## src/rtl/core/sxt_pkg.sv

```systemverilog
// Package with the types and constants of the s-expression tokenizer.
`default_nettype none

package sxt_pkg;

  typedef enum logic [2:0] {
    MODE_IDLE    = 3'd0,
    MODE_COMMENT = 3'd1,
    MODE_NUMBER  = 3'd2,
    MODE_SYMBOL  = 3'd3,
    MODE_MINUS   = 3'd4
  } sxt_mode_e;

  typedef enum logic [1:0] {
    EV_BYTE = 2'd0,
    EV_END  = 2'd1,
    EV_EOF  = 2'd2
  } sxt_event_e;

  typedef enum logic [2:0] {
    TK_LPAREN = 3'd0,
    TK_RPAREN = 3'd1,
    TK_NUMBER = 3'd2,
    TK_SYMBOL = 3'd3,
    TK_QUOTE  = 3'd4
  } sxt_kind_e;

  localparam logic KIND_BYTE = 1'b0;
  localparam logic KIND_END  = 1'b1;

  localparam int unsigned MaxRes = 4;

  localparam logic [7:0] CH_TAB    = 8'h09;
  localparam logic [7:0] CH_LF     = 8'h0A;
  localparam logic [7:0] CH_CR     = 8'h0D;
  localparam logic [7:0] CH_SPACE  = 8'h20;
  localparam logic [7:0] CH_QUOTE  = 8'h27;
  localparam logic [7:0] CH_LPAREN = 8'h28;
  localparam logic [7:0] CH_RPAREN = 8'h29;
  localparam logic [7:0] CH_MINUS  = 8'h2D;
  localparam logic [7:0] CH_DOT    = 8'h2E;
  localparam logic [7:0] CH_ZERO   = 8'h30;
  localparam logic [7:0] CH_NINE   = 8'h39;
  localparam logic [7:0] CH_SEMI   = 8'h3B;

  typedef struct packed {
    sxt_event_e ev;
    sxt_kind_e  kind;
    logic [7:0] tok_byte;
  } sxt_res_t;

  localparam sxt_res_t RES_ZERO = '{ev: EV_BYTE, kind: TK_LPAREN, tok_byte: 8'h00};

  typedef struct packed {
    logic [2:0]         cnt;
    sxt_res_t [3:0]     res;
  } sxt_bundle_t;

  typedef struct packed {
    logic       can_load;
    logic [2:0] rem;
  } sxt_emit_status_t;

endpackage

`default_nettype wire

```

## src/rtl/core/sxt_in_if.sv

```systemverilog
// Input channel: one source byte or end-of-input mark per word.
`default_nettype none

interface sxt_in_if;
  logic       valid;
  logic       ready;
  logic       kind;
  logic [7:0] text_byte;

  modport source (output valid, output kind, output text_byte, input ready);
  modport sink (input valid, input kind, input text_byte, output ready);
endinterface

`default_nettype wire

```

## src/rtl/core/sxt_out_if.sv

```systemverilog
// Output channel: one token event per word.
`default_nettype none

interface sxt_out_if;
  logic       valid;
  logic       ready;
  logic [1:0] event_res;
  logic [2:0] token_kind;
  logic [7:0] token_byte;
  logic       last;

  modport source (output valid, output event_res, output token_kind, output token_byte,
                  output last, input ready);
  modport sink (input valid, input event_res, input token_kind, input token_byte,
                input last, output ready);
endinterface

`default_nettype wire

```

## src/rtl/core/sxt_decode.sv

```systemverilog
// Lexer decode: next mode and the list of token events for one input word.
`default_nettype none

module sxt_decode (
  input  sxt_pkg::sxt_mode_e   mode_i,
  input  logic                 kind_i,
  input  logic [7:0]           byte_i,
  output sxt_pkg::sxt_bundle_t bundle_o,
  output sxt_pkg::sxt_mode_e   mode_o
);

  logic               is_blank;
  logic               is_dig;
  logic               ends_sym;

  logic [1:0]         st_cnt;
  sxt_pkg::sxt_res_t  st_res [2];
  sxt_pkg::sxt_mode_e st_mode;

  logic [1:0]         pre_cnt;
  sxt_pkg::sxt_res_t  pre_res [2];
  logic [1:0]         tl_cnt;
  sxt_pkg::sxt_res_t  tl_res [2];

  assign is_blank = byte_i inside {sxt_pkg::CH_SPACE, sxt_pkg::CH_TAB, sxt_pkg::CH_LF,
                                   sxt_pkg::CH_CR};
  assign is_dig   = byte_i inside {[sxt_pkg::CH_ZERO:sxt_pkg::CH_NINE]};
  assign ends_sym = byte_i inside {sxt_pkg::CH_SPACE, sxt_pkg::CH_TAB, sxt_pkg::CH_LF,
                                   sxt_pkg::CH_LPAREN, sxt_pkg::CH_RPAREN,
                                   sxt_pkg::CH_QUOTE};

  // Byte handled from idle
  always_comb begin
    st_cnt    = 2'd0;
    st_res[0] = sxt_pkg::RES_ZERO;
    st_res[1] = sxt_pkg::RES_ZERO;
    st_mode   = sxt_pkg::MODE_IDLE;
    if (is_blank) begin
      st_mode = sxt_pkg::MODE_IDLE;
    end else if (byte_i == sxt_pkg::CH_SEMI) begin
      st_mode = sxt_pkg::MODE_COMMENT;
    end else if (byte_i == sxt_pkg::CH_LPAREN) begin
      st_cnt    = 2'd2;
      st_res[0] = '{ev: sxt_pkg::EV_BYTE, kind: sxt_pkg::TK_LPAREN, tok_byte: byte_i};
      st_res[1] = '{ev: sxt_pkg::EV_END, kind: sxt_pkg::TK_LPAREN, tok_byte: 8'h00};
    end else if (byte_i == sxt_pkg::CH_RPAREN) begin
      st_cnt    = 2'd2;
      st_res[0] = '{ev: sxt_pkg::EV_BYTE, kind: sxt_pkg::TK_RPAREN, tok_byte: byte_i};
      st_res[1] = '{ev: sxt_pkg::EV_END, kind: sxt_pkg::TK_RPAREN, tok_byte: 8'h00};
    end else if (byte_i == sxt_pkg::CH_QUOTE) begin
      st_cnt    = 2'd2;
      st_res[0] = '{ev: sxt_pkg::EV_BYTE, kind: sxt_pkg::TK_QUOTE, tok_byte: byte_i};
      st_res[1] = '{ev: sxt_pkg::EV_END, kind: sxt_pkg::TK_QUOTE, tok_byte: 8'h00};
    end else if (is_dig) begin
      st_cnt    = 2'd1;
      st_res[0] = '{ev: sxt_pkg::EV_BYTE, kind: sxt_pkg::TK_NUMBER, tok_byte: byte_i};
      st_mode   = sxt_pkg::MODE_NUMBER;
    end else if (byte_i == sxt_pkg::CH_MINUS) begin
      st_mode = sxt_pkg::MODE_MINUS;
    end else begin
      st_cnt    = 2'd1;
      st_res[0] = '{ev: sxt_pkg::EV_BYTE, kind: sxt_pkg::TK_SYMBOL, tok_byte: byte_i};
      st_mode   = sxt_pkg::MODE_SYMBOL;
    end
  end

  // Split each word into a prefix from the open token and a tail
  always_comb begin
    pre_cnt    = 2'd0;
    pre_res[0] = sxt_pkg::RES_ZERO;
    pre_res[1] = sxt_pkg::RES_ZERO;
    tl_cnt     = st_cnt;
    tl_res[0]  = st_res[0];
    tl_res[1]  = st_res[1];
    mode_o     = st_mode;
    if (kind_i == sxt_pkg::KIND_END) begin
      tl_cnt    = 2'd1;
      tl_res[0] = '{ev: sxt_pkg::EV_EOF, kind: sxt_pkg::TK_LPAREN, tok_byte: 8'h00};
      tl_res[1] = sxt_pkg::RES_ZERO;
      mode_o    = sxt_pkg::MODE_IDLE;
      case (mode_i)
        sxt_pkg::MODE_NUMBER: begin
          pre_cnt    = 2'd1;
          pre_res[0] = '{ev: sxt_pkg::EV_END, kind: sxt_pkg::TK_NUMBER, tok_byte: 8'h00};
        end
        sxt_pkg::MODE_SYMBOL: begin
          pre_cnt    = 2'd1;
          pre_res[0] = '{ev: sxt_pkg::EV_END, kind: sxt_pkg::TK_SYMBOL, tok_byte: 8'h00};
        end
        sxt_pkg::MODE_MINUS: begin
          pre_cnt    = 2'd2;
          pre_res[0] = '{ev: sxt_pkg::EV_BYTE, kind: sxt_pkg::TK_SYMBOL,
                         tok_byte: sxt_pkg::CH_MINUS};
          pre_res[1] = '{ev: sxt_pkg::EV_END, kind: sxt_pkg::TK_SYMBOL, tok_byte: 8'h00};
        end
        default: begin
          pre_cnt = 2'd0;
        end
      endcase
    end else begin
      case (mode_i)
        sxt_pkg::MODE_COMMENT: begin
          tl_cnt = 2'd0;
          mode_o = (byte_i == sxt_pkg::CH_LF || byte_i == sxt_pkg::CH_CR) ?
                   sxt_pkg::MODE_IDLE : sxt_pkg::MODE_COMMENT;
        end
        sxt_pkg::MODE_NUMBER: begin
          if (is_dig || byte_i == sxt_pkg::CH_DOT) begin
            tl_cnt    = 2'd1;
            tl_res[0] = '{ev: sxt_pkg::EV_BYTE, kind: sxt_pkg::TK_NUMBER, tok_byte: byte_i};
            tl_res[1] = sxt_pkg::RES_ZERO;
            mode_o    = sxt_pkg::MODE_NUMBER;
          end else begin
            pre_cnt    = 2'd1;
            pre_res[0] = '{ev: sxt_pkg::EV_END, kind: sxt_pkg::TK_NUMBER, tok_byte: 8'h00};
          end
        end
        sxt_pkg::MODE_SYMBOL: begin
          if (ends_sym) begin
            pre_cnt    = 2'd1;
            pre_res[0] = '{ev: sxt_pkg::EV_END, kind: sxt_pkg::TK_SYMBOL, tok_byte: 8'h00};
          end else begin
            tl_cnt    = 2'd1;
            tl_res[0] = '{ev: sxt_pkg::EV_BYTE, kind: sxt_pkg::TK_SYMBOL, tok_byte: byte_i};
            tl_res[1] = sxt_pkg::RES_ZERO;
            mode_o    = sxt_pkg::MODE_SYMBOL;
          end
        end
        sxt_pkg::MODE_MINUS: begin
          if (is_dig) begin
            pre_cnt    = 2'd1;
            pre_res[0] = '{ev: sxt_pkg::EV_BYTE, kind: sxt_pkg::TK_NUMBER,
                           tok_byte: sxt_pkg::CH_MINUS};
            tl_cnt     = 2'd1;
            tl_res[0]  = '{ev: sxt_pkg::EV_BYTE, kind: sxt_pkg::TK_NUMBER, tok_byte: byte_i};
            tl_res[1]  = sxt_pkg::RES_ZERO;
            mode_o     = sxt_pkg::MODE_NUMBER;
          end else if (ends_sym) begin
            pre_cnt    = 2'd2;
            pre_res[0] = '{ev: sxt_pkg::EV_BYTE, kind: sxt_pkg::TK_SYMBOL,
                           tok_byte: sxt_pkg::CH_MINUS};
            pre_res[1] = '{ev: sxt_pkg::EV_END, kind: sxt_pkg::TK_SYMBOL, tok_byte: 8'h00};
          end else begin
            pre_cnt    = 2'd1;
            pre_res[0] = '{ev: sxt_pkg::EV_BYTE, kind: sxt_pkg::TK_SYMBOL,
                           tok_byte: sxt_pkg::CH_MINUS};
            tl_cnt     = 2'd1;
            tl_res[0]  = '{ev: sxt_pkg::EV_BYTE, kind: sxt_pkg::TK_SYMBOL, tok_byte: byte_i};
            tl_res[1]  = sxt_pkg::RES_ZERO;
            mode_o     = sxt_pkg::MODE_SYMBOL;
          end
        end
        default: begin
          pre_cnt = 2'd0;
        end
      endcase
    end
  end

  // Pack prefix and tail into one list
  always_comb begin
    logic [2:0] slot;
    logic [2:0] tix;
    bundle_o.cnt = 3'(pre_cnt) + 3'(tl_cnt);
    for (int i = 0; i < sxt_pkg::MaxRes; i++) begin
      slot = 3'(i);
      tix  = slot - 3'(pre_cnt);
      if (slot < 3'(pre_cnt)) begin
        bundle_o.res[i] = pre_res[slot[0]];
      end else if (tix < 3'(tl_cnt)) begin
        bundle_o.res[i] = tl_res[tix[0]];
      end else begin
        bundle_o.res[i] = sxt_pkg::RES_ZERO;
      end
    end
  end

endmodule

`default_nettype wire

```

## src/rtl/core/sxt_emit.sv

```systemverilog
// Result register: holds the events of one word and drains them one per cycle while the output is ready.
`default_nettype none

module sxt_emit (
  input  logic                      clk_i,
  input  logic                      rst_ni,
  input  logic                      load_i,
  input  sxt_pkg::sxt_bundle_t      bundle_i,
  input  logic                      out_ready_i,
  output logic                      out_valid_o,
  output sxt_pkg::sxt_res_t         head_o,
  output logic                      last_o,
  output sxt_pkg::sxt_emit_status_t status_o
);

  logic [2:0]            rem_q;
  logic [2:0]            rem_d;
  sxt_pkg::sxt_res_t [3:0] res_q;
  sxt_pkg::sxt_res_t [3:0] res_d;
  logic                  pop;

  assign out_valid_o       = (rem_q != 3'd0);
  assign head_o            = res_q[0];
  assign last_o            = (rem_q == 3'd1);
  assign pop               = out_valid_o && out_ready_i;
  assign status_o.can_load = (rem_q == 3'd0) || (last_o && out_ready_i);
  assign status_o.rem      = rem_q;

  always_comb begin
    rem_d = rem_q;
    res_d = res_q;
    if (load_i) begin
      rem_d = bundle_i.cnt;
      res_d = bundle_i.res;
    end else if (pop) begin
      rem_d = rem_q - 3'd1;
      for (int i = 0; i < sxt_pkg::MaxRes - 1; i++) begin
        res_d[i] = res_q[i + 1];
      end
      res_d[sxt_pkg::MaxRes - 1] = sxt_pkg::RES_ZERO;
    end
  end

  always_ff @(posedge clk_i or negedge rst_ni) begin
    if (!rst_ni) begin
      rem_q <= 3'd0;
    end else begin
      rem_q <= rem_d;
    end
  end

  always_ff @(posedge clk_i) begin
    res_q <= res_d;
  end

endmodule

`default_nettype wire

```

## src/rtl/core/sexpr_tokenizer_top.sv

```systemverilog
// Top level of the s-expression tokenizer.
`default_nettype none

// Takes Lisp source text one byte per word on in_i, with kind high for the
// end-of-input mark, and gives token events on out_o: each token byte, then a
// token-end event, and an end-of-input event for the end mark; last marks the
// final event caused by an input word. An accepted word is held in the input
// register, is decoded against the lexer mode, and its events (up to four)
// load the result register, which presents the first event on out_o. Words
// that cause zero or one event stream at one word per cycle while out_o is
// ready; a word with more events holds the result register until they drain,
// one event per cycle while out_o is ready, and the next word waits in the
// input register, stalling further input. No reset sweep is needed.
module sexpr_tokenizer_top (
  input  logic      clk_i,
  input  logic      rst_ni,
  sxt_in_if.sink    in_i,
  sxt_out_if.source out_o
);

  logic                      in_valid_q;
  logic                      kind_q;
  logic [7:0]                byte_q;
  sxt_pkg::sxt_mode_e        mode_q;
  sxt_pkg::sxt_mode_e        mode_d;
  sxt_pkg::sxt_bundle_t      bundle;
  sxt_pkg::sxt_emit_status_t emit_st;
  sxt_pkg::sxt_res_t         head;
  logic                      load;

  assign load       = in_valid_q && emit_st.can_load;
  assign in_i.ready = !in_valid_q || emit_st.can_load;

  always_ff @(posedge clk_i or negedge rst_ni) begin
    if (!rst_ni) begin
      in_valid_q <= 1'b0;
      mode_q     <= sxt_pkg::MODE_IDLE;
    end else begin
      if (in_i.valid && in_i.ready) begin
        in_valid_q <= 1'b1;
      end else if (load) begin
        in_valid_q <= 1'b0;
      end
      if (load) begin
        mode_q <= mode_d;
      end
    end
  end

  always_ff @(posedge clk_i) begin
    if (in_i.valid && in_i.ready) begin
      kind_q <= in_i.kind;
      byte_q <= in_i.text_byte;
    end
  end

  sxt_decode u_decode (
    .mode_i   (mode_q),
    .kind_i   (kind_q),
    .byte_i   (byte_q),
    .bundle_o (bundle),
    .mode_o   (mode_d)
  );

  sxt_emit u_emit (
    .clk_i       (clk_i),
    .rst_ni      (rst_ni),
    .load_i      (load),
    .bundle_i    (bundle),
    .out_ready_i (out_o.ready),
    .out_valid_o (out_o.valid),
    .head_o      (head),
    .last_o      (out_o.last),
    .status_o    (emit_st)
  );

  assign out_o.event_res  = 2'(head.ev);
  assign out_o.token_kind = 3'(head.kind);
  assign out_o.token_byte = head.tok_byte;

  // Hold a decoded word until the result register takes it
  assert property (@(posedge clk_i) disable iff (!rst_ni)
    (in_valid_q && !emit_st.can_load) |=> in_valid_q)
    else $error("input word dropped before load");

  // End mark always returns the lexer to idle
  assert property (@(posedge clk_i) disable iff (!rst_ni)
    (load && kind_q == sxt_pkg::KIND_END) |=> (mode_q == sxt_pkg::MODE_IDLE))
    else $error("lexer not idle after end of input");

  // End mark always yields at least its end-of-input event
  assert property (@(posedge clk_i) disable iff (!rst_ni)
    (load && kind_q == sxt_pkg::KIND_END) |-> (bundle.cnt != 3'd0))
    else $error("end of input produced no event");

  // Pending event count never exceeds the list size
  assert property (@(posedge clk_i) disable iff (!rst_ni)
    emit_st.rem <= 3'(sxt_pkg::MaxRes))
    else $error("event count out of range");

endmodule

`default_nettype wire
```

## src/flat_wrapper.sv

```systemverilog
// flat-port wrapper written by rule: the top's interface ports become plain ports
module sexpr_tokenizer_top_flat 
  (clk_i, rst_ni, in_i_valid, in_i_kind, in_i_text_byte, in_i_ready, out_o_valid, out_o_event_res, out_o_token_kind, out_o_token_byte, out_o_last, out_o_ready);
  sxt_in_if in_i_i ();
  sxt_out_if out_o_i ();
  input  logic clk_i;
  input  logic rst_ni;
  input wire logic [$bits(in_i_i.valid)-1:0] in_i_valid;
  input wire logic [$bits(in_i_i.kind)-1:0] in_i_kind;
  input wire logic [$bits(in_i_i.text_byte)-1:0] in_i_text_byte;
  output wire logic [$bits(in_i_i.ready)-1:0] in_i_ready;
  output wire logic [$bits(out_o_i.valid)-1:0] out_o_valid;
  output wire logic [$bits(out_o_i.event_res)-1:0] out_o_event_res;
  output wire logic [$bits(out_o_i.token_kind)-1:0] out_o_token_kind;
  output wire logic [$bits(out_o_i.token_byte)-1:0] out_o_token_byte;
  output wire logic [$bits(out_o_i.last)-1:0] out_o_last;
  input wire logic [$bits(out_o_i.ready)-1:0] out_o_ready;
  assign in_i_i.valid = in_i_valid;
  assign in_i_i.kind = in_i_kind;
  assign in_i_i.text_byte = in_i_text_byte;
  assign in_i_ready = in_i_i.ready;
  assign out_o_valid = out_o_i.valid;
  assign out_o_event_res = out_o_i.event_res;
  assign out_o_token_kind = out_o_i.token_kind;
  assign out_o_token_byte = out_o_i.token_byte;
  assign out_o_last = out_o_i.last;
  assign out_o_i.ready = out_o_ready;
  sexpr_tokenizer_top u_core (.clk_i(clk_i), .rst_ni(rst_ni), .in_i(in_i_i), .out_o(out_o_i));
endmodule
```

## config.mk

```make
export PLATFORM = sky130hd
export DESIGN_NAME = sexpr_tokenizer_top_flat
export DESIGN_NICKNAME = d
export VERILOG_FILES = /design/src/rtl/core/sxt_pkg.sv /design/src/rtl/core/sxt_in_if.sv /design/src/rtl/core/sxt_out_if.sv /design/src/rtl/core/sxt_decode.sv /design/src/rtl/core/sxt_emit.sv /design/src/rtl/core/sexpr_tokenizer_top.sv /design/src/flat_wrapper.sv
export SDC_FILE = /design/constraint.sdc
export NUM_CORES = 1
export LEC_CHECK = 0
export ABC_AREA = 1
export BUFFER_PORTS_ARGS = -buffer_cell sky130_fd_sc_hd__buf_2
export CORE_UTILIZATION = 50
export CTS_CLUSTER_SIZE = 30
export DETAILED_ROUTE_END_ITERATION = 7
export HOLD_SLACK_MARGIN = 0.05
export MAX_ROUTING_LAYER = met4
export PLACE_DENSITY = 0.69
export SYNTH_ARGS = -nofsm -noshare
export SYNTH_HDL_FRONTEND = slang
export SYNTH_SLANG_ARGS = --single-unit
```

## constraint.sdc

```tcl
create_clock -name clk_i -period 4.9 [get_ports clk_i]
set_input_delay 0.98 -clock clk_i [delete_from_list [all_inputs] [get_ports clk_i]]
set_output_delay 0.98 -clock clk_i [all_outputs]
set_load 0.01 [all_outputs]
```

==> results.yml <==
layout:
  area_growth_pct: 8.36
  antennaDiodeCount: 0
  nNetsFinal: 514
  drive_gt1_share_pct: 17.6
critical_path:
  r2r_start: "u_core.byte_q[2]"
  cp-start-kind: "flip-flop"
  cp_data_arrival_time_ns: 3.63
  ff2ff_path_depth: 17
  critPathMaxFanout: 21
  r2r_end: "u_core.u_emit.head_o[10]"
  crit_type: "flip-flop to flip-flop"
  cp.required_ns: 5.10
  critPathCaptureType: "flip-flop"
  r2r_slack_ns: 1.47
global_route:
  track_usage_pct: 23.7
  antenna_found_initial: 0
  grt_pass1_vias: 3014
  grt_max_degree: 58
  grt_pass1_wl_um: 14800
  grt_overflow: 0
worst_hold_path:
  holdCritPathClass: "input pin to asynchronous set/reset pin"
floorplanning:
  dieArea_sq_um: 8450
  initial_core_util_pct: 52.0
  core_sq_um: 7770
  dieWidth_um: 91.9
  die_height_um: 91.9
  rows: 32
  io_pins: 29
yosys:
  synth_common_cells: "nand2_1 (124), edfxtp_1 (61), nor2_1 (58)"
  ys.flop_type: "edfxtp_1"
  ys_types: 36
  synth.ff_latch_count: 68
  yosysTopAreaCellShare_pct: 45.3
  synthCells: 473
  yosys-top-cells-area: "edfxtp_1 (45%), nand2_1 (12%), nor2_1 (5.4%), nand3_1 (4.7%), dfrtp_1 (4.3%)"
  synth.yosys.seq_area_share_pct: 49.6
  yosysWarningCount: 0
  syn_area_sq_um: 4040
  synthMostInstantiatedCell: "nand2_1"
  synth_nets: 497
  yosys.area.top_type: "edfxtp_1"
  synth-async-reset-ratio_pct: 10.3
  syn_avg_cell_area_sq_um: 8.55
  synth-edff-count: 61
sta:
  tightest_slew_ns: 0.729
  setup_violations: 0
  period_needed_ns: 3.43
  slew_viol_final: 0
  min_period_over_period_pct: 70.0
  fmax_mhz: 291
  clock_skew_ns: 0.00788
  rsz0062_at_grt: "false"
  max-slew-margin-rel_pct: 51.3
  fin_hold_ws_ns: 0.454
  finalHoldViolCount: 0
  tns_ns: 0
  fin_ws_ns: 1.47
drt:
  postRouteAntennaNets: 0
  vias: 3188
  drt-initial-drc-count: 259
  totalWireLength_um: 8790
  vias_per_cell: 5.34
  routedWlPerCell_um: 14.7
  first_pass_iters: 5
  drc: 0
cts:
  clock_latency_ns: 0.35
  cts_hold_buf: 0
  numCtsBuffers: 9
  cts_tree: "done"
  htreeDepth: 3
  clkTransAtPathRegs_ns: 0.08
  post-cts-setup-buffer-count: 0
  cts_resized: 0
  clockBufferDepth: 2
  clock-sinks: 68
  cts-root-buf: "clkbuf_8"
placement:
  place_congestion: 0.952
  port_buffers: 28
  dp_slack_ns: 1.51
  dpl.hpwl_um: 6460
power_and_ir_drop:
  peakVddDrop_mv: 0.327
  p_leak_nw: 1.89
  powerDensity_nw_per_um2: 612
  finalPower_w: 0.00268
flow_run:
  cap_violations: 0
run_status:
  outcome: "finished clean"
[how the worst max path moves through the flow]
stage	start	endpoint	slack [ns]
floorplan	u_core.u_emit.rem_q[0]	u_core.u_emit.rem_q[0]	1.17
global placement	u_core.kind_q	u_core.u_emit.head_o[12]	1.56
detailed placement	u_core.kind_q	u_core.u_emit.res_q[37]	1.51
CTS	u_core.kind_q	u_core.u_emit.res_q[37]	1.50
global route	u_core.kind_q	u_core.u_emit.head_o[11]	1.21
finish	u_core.byte_q[2]	u_core.u_emit.head_o[10]	1.47
[cell families (layout without fill, tap and decap cells)]
| kind of cell | after synthesis | after routing | share of synthesized area [%] |
|---|---|---|---|
| and+or+nand+nor | 258 | 258 | 29.2 |
| buffers and inverters | 76 | 98 | 9.04 |
| DFF | 68 | 68 | 49.6 |
| AOI/OAI and AO/OA | 59 | 59 | 8.33 |
| adders and majority gates | 11 | 11 | 3.59 |
| xor gates and xnor gates | 1 | 1 | 0.217 |
[flip-flops by register name (all words and copies together) (netlist names)]
| name | count |
|---|---|
| u_core.mode_q | 3 |
| u_core.u_emit.head_o | 13 |
| u_core.in_valid_q | 1 |
| u_core.kind_q | 1 |
| u_core.byte_q | 8 |
| u_core.u_emit.res_q | 39 |
| u_core.u_emit.rem_q | 3 |
[layer usage]
layer  vias to the layer above  share of wire (%)  track usage [%]
met5                         -                  0                -
met3                        22                5.3             4.06
li1                       1590                  -                -
met4                         0                2.2             9.64
met1                      1467                 46             30.8
met2                       109                 46             37.1
[layout by cell type, fill, tap and decap left out, types with 7 or more instances in the layout]
| master | netlist | routed |
|---|---|---|
| nand2_1 | 124 | 124 |
| edfxtp_1 | 61 | 61 |
| nor2_1 | 58 | 58 |
| inv_1 | 41 | 41 |
| nand3_1 | 38 | 38 |
| buf_2 | 2 | 28 |
| o21ai_1 | 19 | 18 |
| a21oi_1 | 17 | 17 |
| o21ai_0 | 13 | 13 |
| ha_1 | 10 | 10 |
| inv_2 | 9 | 9 |
| clkbuf_8 | 0 | 9 |
| nand2_2 | 7 | 7 |
| dfrtp_1 | 7 | 7 |
[layout make-up]
class,instances,area (sq um)
fill,756,3390
inverter,51,194
sequential,68,2010
clock buffer,11,131
timing repair buffer,31,163
clock inverter,5,76.3
tap,102,128
multi-input combinational,329,1680
[power by group]
group	switching, W	internal, W
Sequential	0.000104	0.00101
Combinational	0.000738	0.000337
Clock	0.000213	0.000284
[metrics by stage]
| step | utilization (%) | instance area (sq um) | cells |
|---|---|---|---|
| 3_3_place_gp | 53.7 | 4170 | 581 |
| 3_5_place_dp | 53.7 | 4170 | 581 |
| 4_1_cts | 56.4 | 4380 | 597 |
| 6_report | 56.4 | 4380 | 597 |
| 2_1_floorplan | - | 4040 | 473 |
| 5_1_grt | 56.4 | 4380 | 597 |
[critical path, cell delays in order (launching register included)]
cell and delay, ns:
edfxtp_1 0.56, inv_2 0.12, nand2_2 0.07, nor2_1 0.26, o21ai_1 0.11, nand3_2 0.12, nand2_2 0.08, nand2_2 0.08
nand2_4 0.06, nand3_4 0.22, inv_4 0.14, ha_1 0.31, inv_1 0.04, ha_1 0.27, o21ai_0 0.10, nor2_1 0.37
inv_1 0.18, o21ai_0 0.19
(Power assumes the default switching activity.)
